==> config.mk <==
export PLATFORM = sky130hd
export DESIGN_NAME = rppc_prep
export DESIGN_NICKNAME = d
export VERILOG_FILES = /design/src/hw/rtl/rppc_pkg.sv /design/src/hw/rtl/rppc_prep.sv
export SDC_FILE = /design/constraint.sdc
export NUM_CORES = 2
export LEC_CHECK = 0
export BUFFER_PORTS_ARGS = -buffer_cell sky130_fd_sc_hd__buf_4
export CAP_MARGIN = 20
export CORE_MARGIN = 5
export CORE_UTILIZATION = 35
export CTS_BUF_LIST = sky130_fd_sc_hd__clkbuf_2
export DETAILED_ROUTE_END_ITERATION = 10
export PLACE_DENSITY_LB_ADDON = 0.05
export SYNTH_ARGS = -nofsm -noshare
export SYNTH_HDL_FRONTEND = slang
export SYNTH_SLANG_ARGS = --single-unit
==> constraint.sdc <==
create_clock -name aclk -period 22.4 [get_ports aclk]
set_clock_uncertainty 0.05 [all_clocks]
set_input_delay 2.24 -clock aclk [delete_from_list [all_inputs] [get_ports aclk]]
set_output_delay 2.24 -clock aclk [all_outputs]
set_load 0.1 [all_outputs]
==> src/hw/rtl/rppc_pkg.sv <==
// ----------------------------------------------------------------------------
// rppc_pkg
// Types, constants and helpers shared by the RGB pixel point converter.
// ----------------------------------------------------------------------------
package rppc_pkg;

    // samples and register values are saturated to this many bits before use
    localparam int SAMPLE_BITS = 16;
    localparam logic [15:0] SAMPLE_MAX = 16'((32'd1 << SAMPLE_BITS) - 32'd1);

    // configuration port
    localparam int CFG_INDEX_BITS = 4;
    localparam logic [CFG_INDEX_BITS-1:0] REG_MODE           = 4'd0;
    localparam logic [CFG_INDEX_BITS-1:0] REG_CHANNEL_SELECT = 4'd1;
    localparam logic [CFG_INDEX_BITS-1:0] REG_INPUT_MAX      = 4'd2;
    localparam logic [CFG_INDEX_BITS-1:0] REG_GREY_MAX       = 4'd3;

    localparam logic [15:0] INPUT_MAX_RESET = 16'd255;
    localparam logic [15:0] GREY_MAX_RESET  = 16'd255;

    typedef enum logic [2:0] {
        MODE_BITMAP  = 3'd0,
        MODE_GREY    = 3'd1,
        MODE_SEPIA   = 3'd2,
        MODE_ISOLATE = 3'd3,
        MODE_REMOVE  = 3'd4
    } mode_t;

    // sepia matrix in thousandths, row = output channel, column = input channel
    localparam logic [9:0] SEPIA_COEF [3][3] = '{
        '{10'd393, 10'd769, 10'd189},
        '{10'd349, 10'd686, 10'd168},
        '{10'd272, 10'd534, 10'd131}
    };

    // x / 1000 = (x >> 3) / 125, the latter as a reciprocal multiply that is
    // exact for any 24 bit operand
    localparam int          SEPIA_SHIFT = 3;
    localparam logic [24:0] RECIP_125   = 25'd17179870;
    localparam int          RECIP_SHIFT = 31;

    // greyscale divider: 16 quotient bits spread over the pipeline
    localparam int QUOT_BITS          = 16;
    localparam int DIV_BITS_PER_STAGE = 2;
    localparam int DIV_STAGES         = QUOT_BITS / DIV_BITS_PER_STAGE;

    typedef struct packed {
        logic [15:0] red_in;
        logic [15:0] green_in;
        logic [15:0] blue_in;
    } pixel_in_t;

    typedef struct packed {
        logic [15:0] red_out;
        logic [15:0] green_out;
        logic [15:0] blue_out;
        logic [15:0] level_out;
    } pixel_out_t;

    typedef struct packed {
        mode_t       mode;
        logic [1:0]  channel_select;
        logic [15:0] input_max;
        logic [15:0] grey_max;
    } cfg_t;

    // results that ride alongside the divider
    typedef struct packed {
        mode_t            mode;
        logic [15:0]      mx;
        logic [15:0]      gm;
        logic             grey_sat;
        logic             bitmap_bit;
        logic [2:0][15:0] pass_rgb;
        logic [2:0][26:0] sepia_sum;
    } side_t;

    typedef struct packed {
        logic [17:0] rem;
        logic [15:0] low;
        logic [15:0] quot;
        logic [17:0] divisor;
    } div_t;

    typedef struct packed {
        side_t side;
        div_t  div;
    } stage_t;

    function automatic logic [15:0] sat_sample(input logic [15:0] v);
        return (v > SAMPLE_MAX) ? SAMPLE_MAX : v;
    endfunction

endpackage

==> src/hw/rtl/rppc_prep.sv <==
// ----------------------------------------------------------------------------
// rppc_prep
// First two pipeline stages: saturation, channel sum, sepia products, then
// sepia sums, greyscale product, bitmap compare and channel pass selection.
// ----------------------------------------------------------------------------
module rppc_prep (
    input  logic                aclk,
    input  logic                aresetn,
    input  rppc_pkg::cfg_t      cfg,
    input  logic                s_valid,
    output logic                s_ready,
    input  rppc_pkg::pixel_in_t s_data,
    output logic                m_valid,
    input  logic                m_ready,
    output rppc_pkg::stage_t    m_stage
);

    logic v1_reg;
    logic v2_reg;
    logic ready1;
    logic ready2;

    rppc_pkg::mode_t mode1_reg;
    logic [1:0]      chsel1_reg;
    logic [15:0]     c1_reg [3];
    logic [15:0]     mx1_reg;
    logic [15:0]     gm1_reg;
    logic [17:0]     sum1_reg;
    logic [17:0]     mx3_1_reg;
    logic [25:0]     prod1_reg [3][3];

    logic [15:0] c_next [3];
    logic [15:0] mx_next;
    logic [15:0] gm_next;
    logic [25:0] prod_next [3][3];

    rppc_pkg::stage_t stage2_reg;
    rppc_pkg::stage_t stage2_next;

    assign ready2  = !v2_reg || m_ready;
    assign ready1  = !v1_reg || ready2;
    assign s_ready = ready1;
    assign m_valid = v2_reg;
    assign m_stage = stage2_reg;

    always_comb begin
        c_next[0] = rppc_pkg::sat_sample(s_data.red_in);
        c_next[1] = rppc_pkg::sat_sample(s_data.green_in);
        c_next[2] = rppc_pkg::sat_sample(s_data.blue_in);
        mx_next   = rppc_pkg::sat_sample(cfg.input_max);
        if (mx_next == 16'd0) begin
            mx_next = 16'd1;
        end
        gm_next = rppc_pkg::sat_sample(cfg.grey_max);
        for (int i = 0; i < 3; i++) begin
            for (int j = 0; j < 3; j++) begin
                prod_next[i][j] = 26'(rppc_pkg::SEPIA_COEF[i][j]) * 26'(c_next[j]);
            end
        end
    end

    always_comb begin
        logic [33:0] gprod;
        gprod = 34'(sum1_reg) * 34'(gm1_reg);
        stage2_next.side.mode       = mode1_reg;
        stage2_next.side.mx         = mx1_reg;
        stage2_next.side.gm         = gm1_reg;
        // quotient reaches grey_max exactly when the sum reaches 3*max
        stage2_next.side.grey_sat   = (sum1_reg >= mx3_1_reg);
        stage2_next.side.bitmap_bit = ({sum1_reg, 1'b0} < {1'b0, mx3_1_reg});
        for (int i = 0; i < 3; i++) begin
            stage2_next.side.sepia_sum[i] = 27'(prod1_reg[i][0]) + 27'(prod1_reg[i][1])
                                          + 27'(prod1_reg[i][2]);
            if (mode1_reg == rppc_pkg::MODE_ISOLATE) begin
                stage2_next.side.pass_rgb[i] = (chsel1_reg == 2'(i)) ? c1_reg[i] : 16'd0;
            end else if (mode1_reg == rppc_pkg::MODE_REMOVE) begin
                stage2_next.side.pass_rgb[i] = (chsel1_reg == 2'(i)) ? 16'd0 : c1_reg[i];
            end else begin
                stage2_next.side.pass_rgb[i] = 16'd0;
            end
        end
        stage2_next.div.rem     = gprod[33:16];
        stage2_next.div.low     = gprod[15:0];
        stage2_next.div.quot    = 16'd0;
        stage2_next.div.divisor = mx3_1_reg;
    end

    always_ff @(posedge aclk) begin
        if (!aresetn) begin
            v1_reg <= 1'b0;
            v2_reg <= 1'b0;
        end else begin
            if (ready1) begin
                v1_reg <= s_valid;
            end
            if (ready2) begin
                v2_reg <= v1_reg;
            end
        end
    end

    always_ff @(posedge aclk) begin
        if (ready1 && s_valid) begin
            mode1_reg  <= cfg.mode;
            chsel1_reg <= cfg.channel_select;
            c1_reg     <= c_next;
            mx1_reg    <= mx_next;
            gm1_reg    <= gm_next;
            sum1_reg   <= 18'(c_next[0]) + 18'(c_next[1]) + 18'(c_next[2]);
            mx3_1_reg  <= {1'b0, mx_next, 1'b0} + 18'(mx_next);
            prod1_reg  <= prod_next;
        end
        if (ready2 && v1_reg) begin
            stage2_reg <= stage2_next;
        end
    end

endmodule

# --- Word-level counts from Yosys, hierarchy flattened ---
# Index checks and enable logic that the tools add are counted.
totals:
  latchBits: 0
  ramBits: 0
  register_bits: 557
  mem_bits_ro: 0
  n_memories: 0
  wordCells: 89
  inputBits: 89
  output_inout_bits: 236
classes:
  addsub: 9
  n_mux: 17
  div_mod_pow: 0
  bitwise_logic: 0
  shifts: 0
  mul: 10
  n_eq_ne: 4
  n_reduce_logical: 8
  magnitude_cmp: 7
op_table:
  columns: ["operator", "n"]
  rows:
  - ["$mux 16", 17]
  - ["$mul 9x16->25 const A", 4]
  - ["$add 25x26->27", 3]
  - ["$add 27x24->27", 3]
  - ["$gt 16x16->1 const B", 5]
  - ["$mul 8x16->24 const A", 2]
  - ["$mul 5x16->21 const A", 2]
  - ["$add 17x16->18", 2]
  - ["$mul 18x16->34", 1]
  - ["$mul 10x16->26 const A", 1]
  - ["$lt 19x18->1", 1]
  - ["$ge 18x18->1", 1]
  - ["$add 16x16->17", 1]
  - ["$logic_not 16->1", 1]
  - ["$eq 3x2->1 const B", 1]
  - ["$eq 3x3->1 const B", 1]
  - ["$eq 2x1->1 const B", 1]
  - ["$eq 2x2->1 const B", 1]
  - ["$logic_and 1x1->1", 2]
  - ["$logic_not 1->1", 2]
  - ["$logic_not 2->1", 1]
  - ["$logic_or 1x1->1", 2]

# --- Logic depth before layout (Yosys ltp) ---
depth:
  ltp_word: 5
  mapped_depth: 23
  ltp_nobuf: 21

# --- Least setup slack after synthesis ---
# No wires, ideal clock.
synth_path:
  path_type: "input-to-reg"
  startpoint: "input m_ready"
  endpoint: "register stage2_reg (netlist bit m_stage[100]), enable pin"
  setup_time_ns: 0.824
  path_stages: 2
  path_buffers: 0
  t_arrival_ns: 11.881
  t_required_ns: 21.526
  setup_slack_ns: 9.645
  path_cell_list: "nor2b_1 nor2b_1"
synth_via:
  elab_chain_len: 2
synth_lines:
  columns: ["element", "line", "source"]
  rows:
  - ["start, declared", "rppc_prep.sv:14", "input logic m_ready,"]
  - ["$logic_or 1x1->1", "rppc_prep.sv:40", "assign ready2 = !v2_reg || m_ready;"]
  - ["$logic_and 1x1->1", "rppc_prep.sv:113", "if (ready2 && v1_reg) begin"]
  - ["end signal, assigned", "rppc_prep.sv:114", "stage2_reg <= stage2_next;"]
  - ["end, declared", "rppc_prep.sv:37", "rppc_pkg::stage_t stage2_reg;"]
# No other way between the ends.
# A chain may end at the register's enable or synchronous reset.

==> results by group <==
Outcome
  • Status: finished, final reports clean

Global route
  • M2 GR Usage: 35.3%
  • Total GRT Usage: 19.8%
  • First-pass GRT wire length: 226000 µm
  • Met1 GRT Util: 23.8%
  • Number of global-route vias before repair: 36700
  • Met3 usage: 3.40%
  • Grt total ovfl: 0
  • Largest net degree at the start of global routing: 69
  • Most Crowded Layer GR: met2
  • Initial antenna violation count: 6

Die
  • Starting Density: 35.1%
  • Row count: 140
  • Core ar.: 145000 µm²
  • Die H: 392 µm
  • Die Area: 154000 µm²
  • Horiz. Die Dim: 392 µm
  • # IOs: 325

Clock network
  • Setup Buffers After CTS: 0
  • Number of H-tree levels: 4
  • CTS clock-pin slew for the worst setup and hold paths: 0.10 ns
  • CTS buffer count: 161
  • Max clock buf depth: 3
  • CTS Sinks: 529
  • Clk Latency, worst-skew pair: 1.50 ns
  • CTS tree: built
  • CTS Root Cell: clkbuf_2
  • # hold bufs at CTS: 0
  • CTS resizes: 0

Flow run
  • Max cap viols: 0

Layout
  • # fillers: 14500
  • Nets: 6415
  • Largest register FFs: 217
  • Share of layout cells above drive strength 1: 11.8%
  • Multi-input logic area: 32000 µm²
  • Flip-flop and latch area: 15900 µm²
  • Final Cell Area: 57000 µm²
  • Fin util: 39.2%
  • Area Overhead vs Synth: 11.7%

Synthesis
  • Most frequent cells after synthesis: 784 x inv_1, 749 x ha_1, 536 x fa_1
  • Synthesized area: 51100 µm²
  • Syn Inst Count: 4616
  • EDFF count, synth: 527
  • Post-synthesis register bit count: 529
  • Sequential area share after synthesis: 31.1%
  • Main flop type after synthesis: edfxtp_1
  • Distinct cells, synth: 74
  • Top cell type by total area after synthesis: edfxtp_1
  • Synth Area per Inst: 11.1 µm²
  • Largest cells by area after synthesis: edfxtp_1 31%, fa_1 21%, ha_1 18%
  • Post-synth top area share: 31.0%
  • Share of flip-flops with an asynchronous set or reset: 0%
  • Most common cell in the netlist: inv_1
  • Yosys warns: 0

Placed design
  • Placed Area: 55600 µm²
  • Placer Congestion: 0.859
  • Post-DP HPWL: 120000 µm
  • # port buffers: 308

Timing
  • Final hold vios: 0
  • Max_slew headroom: 29.6%
  • Fin crit period: 6.89 ns
  • RSZ-0062 raised after global routing: no
  • Total negative slack: 0 ns
  • # setup viols final: 0
  • Worst Tran Pin Value: 1.05 ns
  • Max Clk Rate: 145 MHz
  • Final critical-path share of the clock period: 30.7%
  • Max Slew Vio Count: 0

Worst setup path
  • Critical Path Most Common Cell: fa_1
  • Critical path, cell by cell: nand2_1, fa_1, inv_1, fa_1, inv_1, fa_1, inv_1, fa_1, fa_1, inv_1, fa_1, inv_1, ha_1, and3_1, a32oi_1, a31oi_1, a31oi_1, o21ai_0, a221oi_1, xnor2_1
  • Slowest CP cell: edfxtp_1
  • Crit Path Class: reg -> reg
  • Bufs and invs on worst path: 5
  • Crit path DAT: 8.02 ns
  • Cell type group with the largest total delay on the critical path: adder cells
  • Max FO, Critical Path: 19
  • CP max stage delay: 0.93 ns
  • Startpoint Class: flip-flop
  • Crit end category: flip-flop
  • Req. time, crit path: 23.53 ns

Drt
  • DRC viols: 0
  • Routed wire length: 150000 µm
  • Via Count: 34600
  • DRT Pass-1 Iters: 5
  • Starting DRT DRC Count: 1586
  • DRT antenna net count: 0
  • DR WL/cell: 21.2 µm
  • DR vias/cell: 4.88

Hold path
  • Hold WC Path Type: reg -> reg
==> final timing paths <==
check                 from          end  slack [ns]  depth (start not counted)
max             gm1_reg[9]  m_stage[65]       15.51                         20
min          mx3_1_reg[14]  m_stage[14]        0.33                          0
max reg2reg     gm1_reg[9]  m_stage[65]       15.51                         20
min reg2reg  mx3_1_reg[14]  m_stage[14]        0.33                          0
==> cell type report <==
cell class / instances / share of cell area [%]
diodes: 11 / 0.0483
clock buffers: 214 / 1.88
clock inverters: 62 / 0.577
inverters: 784 / 5.16
multi-input cells: 3238 / 56.0
flip-flops and latches: 529 / 27.8
well taps: 1917 / 4.21
repair buffers: 327 / 4.30
==> worst reg2reg max path, cell delays in order, from the launching register on <==
cell and delay [ns]:
edfxtp_1 0.93, nand2_1 0.19, fa_1 0.58, inv_1 0.05
fa_1 0.50, inv_1 0.05, fa_1 0.47, inv_1 0.05
fa_1 0.51, fa_1 0.54, inv_1 0.05, fa_1 0.53
inv_1 0.04, ha_1 0.41, and3_1 0.22, a32oi_1 0.23
a31oi_1 0.12, a31oi_1 0.35, o21ai_0 0.30, a221oi_1 0.37
xnor2_1 0.11
==> layer usage <==
metal | vias up | wire, µm
met5 | - | 0
met4 | 0 | 5540
met3 | 225 | 5670
met2 | 670 | 77100
met1 | 17000 | 62200
li1 | 16600 | -
==> stage by stage <==
step / hold WS [ns] / setup WS, ns / instances
5_1_grt: 0.354 / 15.15 / 7080
6_report: 0.335 / 15.51 / 7082
3_5_place_dp: 0.355 / 15.29 / 6795
4_1_cts: 0.362 / 15.51 / 7071
2_1_floorplan: 0.350 / 9.65 / 4631
3_3_place_gp: 0.351 / 15.27 / 6794
==> kinds of logic after synthesis <==
kind of cell	count (synthesis)	synth area share, %
flops	529	31.1
compound gates	792	9.98
simple gates	897	8.80
buf+inv	864	6.50
mux	8	0.162
fa+ha+maj	1285	39.4
other cells	1	0.00734
xor+xnor	240	4.12
==> cell usage in the layout (no fill, tap or decap), types with 171 or more instances in the layout <==
cell type / synthesis / routed
inv_1: 784 / 784
nand2_1: 268 / 268
clkbuf_2: 0 / 214
a21oi_1: 248 / 248
fa_1: 536 / 536
and2_1: 191 / 190
edfxtp_1: 527 / 527
buf_4: 18 / 326
ha_1: 749 / 749
xnor2_1: 171 / 171
Power is left out: the tool's default activity adds up to more than one toggle a clock period on the data nets, which glitch-free logic cannot reach.
