File: src/hw/rtl/rppc_pkg.sv
// ----------------------------------------------------------------------------
// rppc_pkg
// Types, constants and helpers shared by the RGB pixel point converter.
// ----------------------------------------------------------------------------
package rppc_pkg;

    // samples and register values are saturated to this many bits before use
    localparam int SAMPLE_BITS = 16;
    localparam logic [15:0] SAMPLE_MAX = 16'((32'd1 << SAMPLE_BITS) - 32'd1);

    // configuration port
    localparam int CFG_INDEX_BITS = 4;
    localparam logic [CFG_INDEX_BITS-1:0] REG_MODE           = 4'd0;
    localparam logic [CFG_INDEX_BITS-1:0] REG_CHANNEL_SELECT = 4'd1;
    localparam logic [CFG_INDEX_BITS-1:0] REG_INPUT_MAX      = 4'd2;
    localparam logic [CFG_INDEX_BITS-1:0] REG_GREY_MAX       = 4'd3;

    localparam logic [15:0] INPUT_MAX_RESET = 16'd255;
    localparam logic [15:0] GREY_MAX_RESET  = 16'd255;

    typedef enum logic [2:0] {
        MODE_BITMAP  = 3'd0,
        MODE_GREY    = 3'd1,
        MODE_SEPIA   = 3'd2,
        MODE_ISOLATE = 3'd3,
        MODE_REMOVE  = 3'd4
    } mode_t;

    // sepia matrix in thousandths, row = output channel, column = input channel
    localparam logic [9:0] SEPIA_COEF [3][3] = '{
        '{10'd393, 10'd769, 10'd189},
        '{10'd349, 10'd686, 10'd168},
        '{10'd272, 10'd534, 10'd131}
    };

    // x / 1000 = (x >> 3) / 125, the latter as a reciprocal multiply that is
    // exact for any 24 bit operand
    localparam int          SEPIA_SHIFT = 3;
    localparam logic [24:0] RECIP_125   = 25'd17179870;
    localparam int          RECIP_SHIFT = 31;

    // greyscale divider: 16 quotient bits spread over the pipeline
    localparam int QUOT_BITS          = 16;
    localparam int DIV_BITS_PER_STAGE = 2;
    localparam int DIV_STAGES         = QUOT_BITS / DIV_BITS_PER_STAGE;

    typedef struct packed {
        logic [15:0] red_in;
        logic [15:0] green_in;
        logic [15:0] blue_in;
    } pixel_in_t;

    typedef struct packed {
        logic [15:0] red_out;
        logic [15:0] green_out;
        logic [15:0] blue_out;
        logic [15:0] level_out;
    } pixel_out_t;

    typedef struct packed {
        mode_t       mode;
        logic [1:0]  channel_select;
        logic [15:0] input_max;
        logic [15:0] grey_max;
    } cfg_t;

    // results that ride alongside the divider
    typedef struct packed {
        mode_t            mode;
        logic [15:0]      mx;
        logic [15:0]      gm;
        logic             grey_sat;
        logic             bitmap_bit;
        logic [2:0][15:0] pass_rgb;
        logic [2:0][26:0] sepia_sum;
    } side_t;

    typedef struct packed {
        logic [17:0] rem;
        logic [15:0] low;
        logic [15:0] quot;
        logic [17:0] divisor;
    } div_t;

    typedef struct packed {
        side_t side;
        div_t  div;
    } stage_t;

    function automatic logic [15:0] sat_sample(input logic [15:0] v);
        return (v > SAMPLE_MAX) ? SAMPLE_MAX : v;
    endfunction

endpackage

File: src/hw/rtl/rppc_div_step.sv
// ----------------------------------------------------------------------------
// rppc_div_step
// One stage of the greyscale restoring divider, a few quotient bits per stage,
// with the side results carried along unchanged.
// ----------------------------------------------------------------------------
module rppc_div_step (
    input  logic             aclk,
    input  logic             aresetn,
    input  logic             s_valid,
    output logic             s_ready,
    input  rppc_pkg::stage_t s_stage,
    output logic             m_valid,
    input  logic             m_ready,
    output rppc_pkg::stage_t m_stage
);

    logic             valid_reg;
    rppc_pkg::stage_t stage_reg;
    rppc_pkg::stage_t stage_next;

    assign s_ready = !valid_reg || m_ready;
    assign m_valid = valid_reg;
    assign m_stage = stage_reg;

    always_comb begin
        logic [18:0] trial;
        stage_next = s_stage;
        for (int k = 0; k < rppc_pkg::DIV_BITS_PER_STAGE; k++) begin
            trial = {stage_next.div.rem, stage_next.div.low[15]};
            stage_next.div.low = {stage_next.div.low[14:0], 1'b0};
            if (trial >= {1'b0, stage_next.div.divisor}) begin
                trial = trial - {1'b0, stage_next.div.divisor};
                stage_next.div.quot = {stage_next.div.quot[14:0], 1'b1};
            end else begin
                stage_next.div.quot = {stage_next.div.quot[14:0], 1'b0};
            end
            // remainder stays below the divisor unless the level saturates
            stage_next.div.rem = trial[17:0];
        end
    end

    always_ff @(posedge aclk) begin
        if (!aresetn) begin
            valid_reg <= 1'b0;
        end else if (s_ready) begin
            valid_reg <= s_valid;
        end
    end

    always_ff @(posedge aclk) begin
        if (s_ready && s_valid) begin
            stage_reg <= stage_next;
        end
    end

endmodule

File: config.mk
export PLATFORM = sky130hd
export DESIGN_NAME = rppc_div_step
export DESIGN_NICKNAME = d
export VERILOG_FILES = /design/src/hw/rtl/rppc_pkg.sv /design/src/hw/rtl/rppc_div_step.sv
export SDC_FILE = /design/constraint.sdc
export NUM_CORES = 1
export LEC_CHECK = 0
export BUFFER_PORTS_ARGS = -buffer_cell sky130_fd_sc_hd__buf_2
export CORE_AREA = 2 2 183 185
export DETAILED_ROUTE_END_ITERATION = 6
export DIE_AREA = 0 0 185 187
export GPL_TIMING_DRIVEN = 0
export PLACE_DENSITY_LB_ADDON = 0.2
export SYNTH_ARGS = -nofsm -noshare
export SYNTH_HDL_FRONTEND = slang
export SYNTH_SLANG_ARGS = --single-unit
File: constraint.sdc
create_clock -name aclk -period 9.1 [get_ports aclk]
set_input_delay 2.275 -clock aclk [delete_from_list [all_inputs] [get_ports aclk]]
set_output_delay 2.275 -clock aclk [all_outputs]
set_load 0.005 [all_outputs]
### Word level (Yosys, flattened, before mapping)

Index checks and enable logic that the tools add are counted.

| word-level totals | value |
|---|---|
| memories kept | 0 |
| memory bits (read-only) | 0 |
| bits of input ports | 238 |
| bits in latches | 0 |
| bits in registers | 233 |
| output and inout bits | 236 |
| bits in writable memories | 0 |
| word-level logic and storage cells | 27 |

| operators by class | value |
|---|---|
| mux-type cells | 4 |
| $add $sub $neg | 2 |
| equality and inequality tests | 0 |
| bitwise logic cells | 0 |
| div/mod/pow operators | 0 |
| shift operators | 0 |
| $lt $le $gt $ge | 2 |
| multiply operators | 0 |
| reductions and logical operators | 3 |

Operators with widths:

| operator | count |
|---|---|
| >= comparator 19 x 18 -> 1 bit | 2 |
| two-way mux 18 bit | 2 |
| subtractor 18 bit | 2 |
| two-way mux 1 bit | 2 |
| logical AND 1 bit | 1 |
| logical NOT 1 bit | 1 |
| logical OR 1 bit | 1 |

### Logic depth before layout (Yosys ltp)

Gate-level depths: netlist of run 1.

| logic depth | value |
|---|---|
| depth after elaboration | 4 |
| gate-level depth with buffers | 22 |
| depth with buffers taken out | 20 |

### Worst setup path after synthesis of run 1

Ideal clock, no wire load.

| path | value |
|---|---|
| path kind | input -> register |
| from | in m_ready |
| to | reg stage_reg, in the netlist m_stage[0] (enable) |
| stages on the path | 2 |
| setup slack | 0.767 ns |
| arrival time | 7.711 ns |
| path buffers | 0 |
| library setup time | 0.622 ns |
| required time | 8.478 ns |
| cells stage by stage | nand2b_1 -> and2_1 |

| on the way | value |
|---|---|
| cells in the longest elaborated chain, start to end | 2 |

Ends and longest elaborated chain:

| item | line | text |
|---|---|---|
| start: declaration | rppc_div_step.sv:13 | `input logic m_ready,` |
| logical OR 1 bit | rppc_div_step.sv:21 | `assign s_ready = !valid_reg \|\| m_ready;` |
| logical AND 1 bit | rppc_div_step.sv:51 | `if (s_ready && s_valid) begin` |
| end signal: assignment | rppc_div_step.sv:52 | `stage_reg <= stage_next;` |
| end: declaration | rppc_div_step.sv:18 | `rppc_pkg::stage_t stage_reg;` |

No other way between the ends.
A chain may end at the register's enable or synchronous reset.

==> impl_metrics.ini, run 1 <==
[route]
top_layer = met5
wl_met2_um = 15800
drc = 0
wl_met1_um = 10600
via_per_inst = 4.26
drtAntennaViolNets = 0
route.met3.wl_um = 3410
wl_per_cell_um = 20.1
drt_first_pass_iters = 4
vias = 6434
routed_wl_um = 30400
drt_iter0_drc = 334

[setup_path]
worstSetupPathType = in2reg
reg2regPathDepth = 4
crit_required_ns = 9.39
path_max_fanout = 10
critPathSlowestCell = or4b_1
worstPathCellList = buf_2, inv_1, ha_1, inv_2, or3_1, or4b_1, nor4_1, a2111oi_1, nand2_1, buf_2, mux2_2, ha_1, a21oi_1, o21ai_0, or3_1, o22ai_1, o21ai_0, o22a_1, a211o_1, buf_6, buf_8, mux2_4
crit_buf_inv = 6
cp_data_arrival_time_ns = 8.16
r2r_end = m_stage[212]$_DFFE_PP_
critPathTopFamily = simple AND/OR/NAND/NOR gates
regToRegSetupSlack_ns = 7.07
rr_startpoint = m_valid$_SDFFE_PN0N_
end_kind = register
crit_path_start_kind = primary input
cpPeakStageDelay_ns = 0.52

[pwr]
p_total_mw = 2.97
irDropWorstVdd_mv = 0.144
leakage_nw = 5.70
powerDensity_nw_per_um2 = 225

[cts]
cts_resized = 0
htree_levels = 1
cts_tree = done
cts_buffers = 28
hold_buffers = 0
clk_latency_ns = 0.55
clk_pin_slew_ns = 0.07
clockRootBuffer = clkbuf_16
postCtsSetupBuffers = 0
clock_path_buffers = 3
cts.sinks = 233

[placement]
placed_cell_area_um2 = 12300
place.port_buffers = 469
dp.cells = 1458
place_congestion = 0.846
hpwl_um = 24600

[sta]
timing.final.crit_share_pct = 86.4
setup_violations = 0
hold_viol_final = 0
slew_viol_final = 0
tns_ns = 0
finalCriticalPeriod_ns = 7.86
worst_pin_slew_ns = 0.763
fin_worst_skew_ns = 0.0210
achievable-frequency_mhz = 127
relSlewSlack_pct = 48.5
rsz0062_at_grt = false

[cells_and_area]
regArea_um2 = 6990
final_cell_mix = 470 x buf_2, 232 x edfxtp_1, 36 x ha_1, 32 x inv_1, 32 x a21oi_1
layout-drive-gt1-share_pct = 52.8
areaGrowthSynthToFinish_pct = 42.6
fillers = 3228
mostFrequentLayoutCell = buf_2
fin_cells = 1512
multiInputGateArea_um2 = 2110
final_cell_area_um2 = 13200
nets = 1316

[floorplanning]
die_x_um = 185
rows = 67
initial_utilization_pct = 28.2
core_um2 = 32900
dieArea_um2 = 34600
ios = 474
die_height_um = 187

[grt]
grt_use_total_pct = 16.8
grt_max_degree = 70
overflow = 0
grt_pass1_vias = 6419
antenna_found_initial = 5
grt_pass1_wl_um = 41700

[flow_run]
drv_cap = 0

[worst_hold_path]
hold_start = m_valid$_SDFFE_PN0N_
min_to = m_valid$_SDFFE_PN0N_
hold_depth = 2
worstHoldPathType = reg2reg

[synthesis]
ys.flop_type = edfxtp_1
synth-xor-area-share_pct = 2.46
synth-simple-area-share_pct = 4.08
synthesis.area_um2 = 9260
yosys.cell_types.count = 51
ys_ff_latch = 233
synth_edf_count = 232
syn_area_per_cell_um2 = 17.2
synth-adder-area-share_pct = 5.30
synth_compound_area_share_pct = 6.20
synthArstFlopShare_pct = 0
synthCells = 537
synthMuxAreaShare_pct = 4.62
yosysWarnings = 0
ys_seq_area_share_pct = 75.5
synth_top_family_by_area = compound AO/OA/AOI/OAI gates

[run_status]
status = completed
layout make-up:
cell class	instances	area share, %
diodes	2	0.0379
plain buffers	5	0.351
clock buffers	31	5.39
clock inverters	21	1.73
inverters	33	0.938
multi-input cells	267	16.0
flip-flops and latches	233	52.9
well taps	448	4.25
repair buffers	472	18.4
cells by family after synthesis:
family,after synthesis
flops,233
xor+xnor,26
other cells,1
buf+inv,38
fa+ha+maj,38
mux,36
simple gates,73
compound gates,92
layer usage:
metal / global-route usage [%] / vias up
met2: 30.9 / 267
li1: - / 3091
met3: 6.66 / 37
met4: 3.88 / 4
met1: 17.8 / 3035
met5: 0 / -
per-stage QoR:
step           hold WS [ns]  worst slack, ns  utilization (%)
2_1_floorplan         0.537            0.767                -
3_3_place_gp          0.506            -1.78             37.0
3_5_place_dp          0.522            0.627             37.3
4_1_cts               0.530             1.20             40.2
5_1_grt               0.575            0.949             40.2
6_report              0.532             1.24             40.2
how the worst max path moves through the flow:
stage,from,endpoint,slack (ns),cells after the start
floorplan,m_ready,m_stage[0]$_DFFE_PP_,0.77,2
global placement,m_ready,m_stage[83]$_DFFE_PP_,-1.78,3
detailed placement,s_stage[8],m_stage[60]$_DFFE_PP_,0.63,22
global route,s_stage[8],m_stage[65]$_DFFE_PP_,0.95,22
finish,s_stage[8],m_stage[65]$_DFFE_PP_,1.24,22
CTS,s_stage[8],m_stage[65]$_DFFE_PP_,1.20,22
state kept, by name, indices dropped and copies added (netlist names):
name     cells
m_stage    232
m_valid      1
cells in the mapped netlist (2+ instances only):
master / count / area share [%]
o22ai_1: 3 / 0.20
o211ai_1: 3 / 0.24
and2_1: 3 / 0.20
a31oi_1: 3 / 0.20
a21boi_0: 2 / 0.16
a21o_1: 9 / 0.73
o21ai_0: 19 / 1.0
o31ai_1: 2 / 0.16
nand2b_1: 6 / 0.41
o21a_1: 2 / 0.16
nand3b_1: 2 / 0.16
and4_1: 3 / 0.28
a211oi_1: 3 / 0.24
or3_1: 4 / 0.27
nor2_1: 17 / 0.69
xor2_1: 6 / 0.57
o21bai_1: 3 / 0.24
mux2i_1: 3 / 0.32
xnor2_1: 20 / 1.9
edfxtp_1: 232 / 75
ha_1: 36 / 4.9
a21oi_1: 32 / 1.7
o31a_1: 2 / 0.19
mux2_2: 26 / 3.2
fa_1: 2 / 0.43
nand4_1: 3 / 0.20
mux2_4: 7 / 1.1
or2_2: 2 / 0.14
nor3_1: 6 / 0.32
and3_1: 3 / 0.20
buf_4: 2 / 0.16
nand3_1: 8 / 0.43
nand2_1: 13 / 0.53
inv_1: 32 / 1.3
a211o_1: 2 / 0.19
report_power, final:
part | switching [mW] | internal, mW
Combinational | 0.267 | 0.257
Sequential | 0.0186 | 1.29
Clock | 0.456 | 0.680
worst reg2reg max path: cells and delay by family, from the launching register on:
family | cells | cell delay (ns)
and+or+nand+nor | 2 | 0.57
DFF | 1 | 0.30
buffers and inverters | 2 | 0.72
(Power assumes the default switching activity.)
==> run 2, diff against run 1 <==
--- a/config.mk
+++ b/config.mk
@@ -5,10 +5,11 @@
 export SDC_FILE = /design/constraint.sdc
 export NUM_CORES = 1
 export LEC_CHECK = 0
+export ABC_AREA = 1
 export BUFFER_PORTS_ARGS = -buffer_cell sky130_fd_sc_hd__buf_2
-export CORE_AREA = 2 2 183 185
+export CORE_AREA = 2 2 186 188
 export DETAILED_ROUTE_END_ITERATION = 6
-export DIE_AREA = 0 0 185 187
+export DIE_AREA = 0 0 188 190
 export GPL_TIMING_DRIVEN = 0
 export PLACE_DENSITY_LB_ADDON = 0.2
 export SYNTH_ARGS = -nofsm -noshare
==> impl_metrics.ini, run 2 <==
[run_status]
status = completed

[cts]
cts_tree = done
cts.sinks = 233
cts_resized = 0
hold_buffers = 0
cts_buffers = 27
clock_path_buffers = 3
postCtsSetupBuffers = 0
clockRootBuffer = clkbuf_16
clk_latency_ns = 0.54
clk_pin_slew_ns = 0.06
htree_levels = 1

[setup_path]
cpPeakStageDelay_ns = 0.36
end_kind = register
worstSetupPathType = in2reg
regToRegSetupSlack_ns = 6.78
critPathTopFamily = simple AND/OR/NAND/NOR gates
rr_startpoint = m_valid$_SDFFE_PN0N_
cp_common_cell = nand2_1
crit_start = s_stage[10]
path_max_fanout = 10
crit_required_ns = 9.39
cp_data_arrival_time_ns = 6.11
critPathSlowestCell = ha_1
crit_buf_inv = 6
reg2regPathDepth = 6
crit_path_start_kind = primary input
r2r_end = m_stage[206]$_DFFE_PP_

[synthesis]
netlist_top_cells_area = edfxtp_1 73%, nand2_1 6.6%, ha_1 4.7%
yosys.cell_types.count = 36
syn_area_per_cell_um2 = 13.6
synth_edf_count = 232
yosysMostFrequentCell = edfxtp_1
ys.flop_type = edfxtp_1
ys_seq_area_share_pct = 73.1
yosys.area.top_type = edfxtp_1
synthesis.area_um2 = 9550
synthCells = 705
ys_ff_latch = 233
synthArstFlopShare_pct = 0
ys_top_cells_by_count = 232 x edfxtp_1, 168 x nand2_1, 72 x inv_1, 44 x nand3_1, 36 x ha_1
yosysWarnings = 0
synth_top_area_share_pct = 72.9

[cells_and_area]
layout-drive-gt1-share_pct = 44.6
areaGrowthSynthToFinish_pct = 42.2
mostFrequentLayoutCell = buf_2
final_cell_mix = 471 x buf_2, 232 x edfxtp_1, 168 x nand2_1, 72 x inv_1, 44 x nand3_1
fillers = 3398
nets = 1490
largest_reg_flops = 232
fin_cells = 1695

[grt]
grt_use_total_pct = 16.6
overflow = 0
grt_max_degree = 31
antenna_found_initial = 9
grt_pass1_vias = 7137
grt_pass1_wl_um = 43900

[sta]
achievable-frequency_mhz = 172
fin_worst_skew_ns = 0.0123
tns_ns = 0
setup_violations = 0
worst_pin_slew_ns = 0.691
slew_viol_final = 0
hold_viol_final = 0
relSlewSlack_pct = 53.8
rsz0062_at_grt = false
finalCriticalPeriod_ns = 5.82
timing.final.crit_share_pct = 64.0

[placement]
dp.cells = 1640
place.port_buffers = 469
place_congestion = 0.865
hpwl_um = 25900

[route]
routed_wl_um = 31100
drt_first_pass_iters = 4
drc = 0
vias = 7172
wl_per_cell_um = 18.3
drtAntennaViolNets = 0
drt_iter0_drc = 273
via_per_inst = 4.23

[worst_hold_path]
worstHoldPathType = reg2reg
min_to = m_valid$_SDFFE_PN0N_
hold_start = m_valid$_SDFFE_PN0N_
hold_depth = 2

[floorplanning]
die_height_um = 190
rows = 68
die_x_um = 188
initial_utilization_pct = 28.1
ios = 474
dieArea_um2 = 35700
core_um2 = 33900

[pwr]
leakage_nw = 6.22
irDropWorstVdd_mv = 0.130
powerDensity_nw_per_um2 = 210

[flow_run]
drv_cap = 0
## run 2: cell families (layout without fill, tap and decap cells)
family	Yosys count	in the layout	synth area share, %
and+or+nand+nor	268	268	12.5
DFF	233	233	73.1
buffers and inverters	83	610	3.71
AOI/OAI and AO/OA	58	58	3.26
adders and majority gates	38	38	5.13
xor gates and xnor gates	24	24	2.20
other	1	9	0.0392
## run 2: final cells by class
type	count	area, um^2	area share [%]
Timing Repair Buffer	479	2600	19.1
Multi-Input combinational cell	390	2230	16.4
Inverter	75	284	2.09
Clock inverter	16	136	1.00
Tap cell	455	569	4.19
Sequential cell	233	6990	51.4
Clock buffer	32	694	5.11
Antenna cell	7	17.5	0.129
Buffer	8	70.1	0.516
## run 2: metal layers
layer  share of wire (%)  GRT usage [%]  up-vias
met4                 2.2           5.06        0
met1                  36           18.0     3359
met3                 7.8           4.96       41
li1                    -              -     3494
met2                  54           31.1      278
met5                   0              0        -
## run 2: through the flow
step | hold WS [ns] | area [um^2] | setup WS (ns) | total power [mW] | utilization [%]
2_1_floorplan | 0.558 | 9570 | 2.42 | 1.62 | -
3_3_place_gp | 0.530 | 12500 | 0.516 | 1.85 | 36.8
3_5_place_dp | 0.543 | 12700 | 2.70 | 1.85 | 37.5
4_1_cts | 0.553 | 13600 | 3.27 | 2.90 | 40.0
5_1_grt | 0.598 | 13600 | 2.80 | 3.00 | 40.0
6_report | 0.553 | 13600 | 3.28 | 2.85 | 40.0
## run 2: worst max path at each step
stage,depth (start not counted),to,slack (ns)
after floorplan,2,m_stage[0]$_DFFE_PP_,2.42
after global placement,3,m_stage[102]$_DFFE_PP_,0.52
after detailed placement,23,m_stage[60]$_DFFE_PP_,2.70
after CTS,23,m_stage[60]$_DFFE_PP_,3.27
after global routing,23,m_stage[60]$_DFFE_PP_,2.80
final,31,m_stage[59]$_DFFE_PP_,3.28
## run 2: worst min-delay path, stage by stage, from the launching register on
cell	delay [ns]
dfxtp_1	0.35
nand2_1	0.09
a21boi_0	0.07
## run 2: power by group
group / leakage [nW] / switching [mW] / total, mW / internal, mW
logic: 3.56 / 0.306 / 0.523 / 0.217
registers: 2.25 / 0.0174 / 1.30 / 1.29
clock network: 0.404 / 0.425 / 1.02 / 0.599
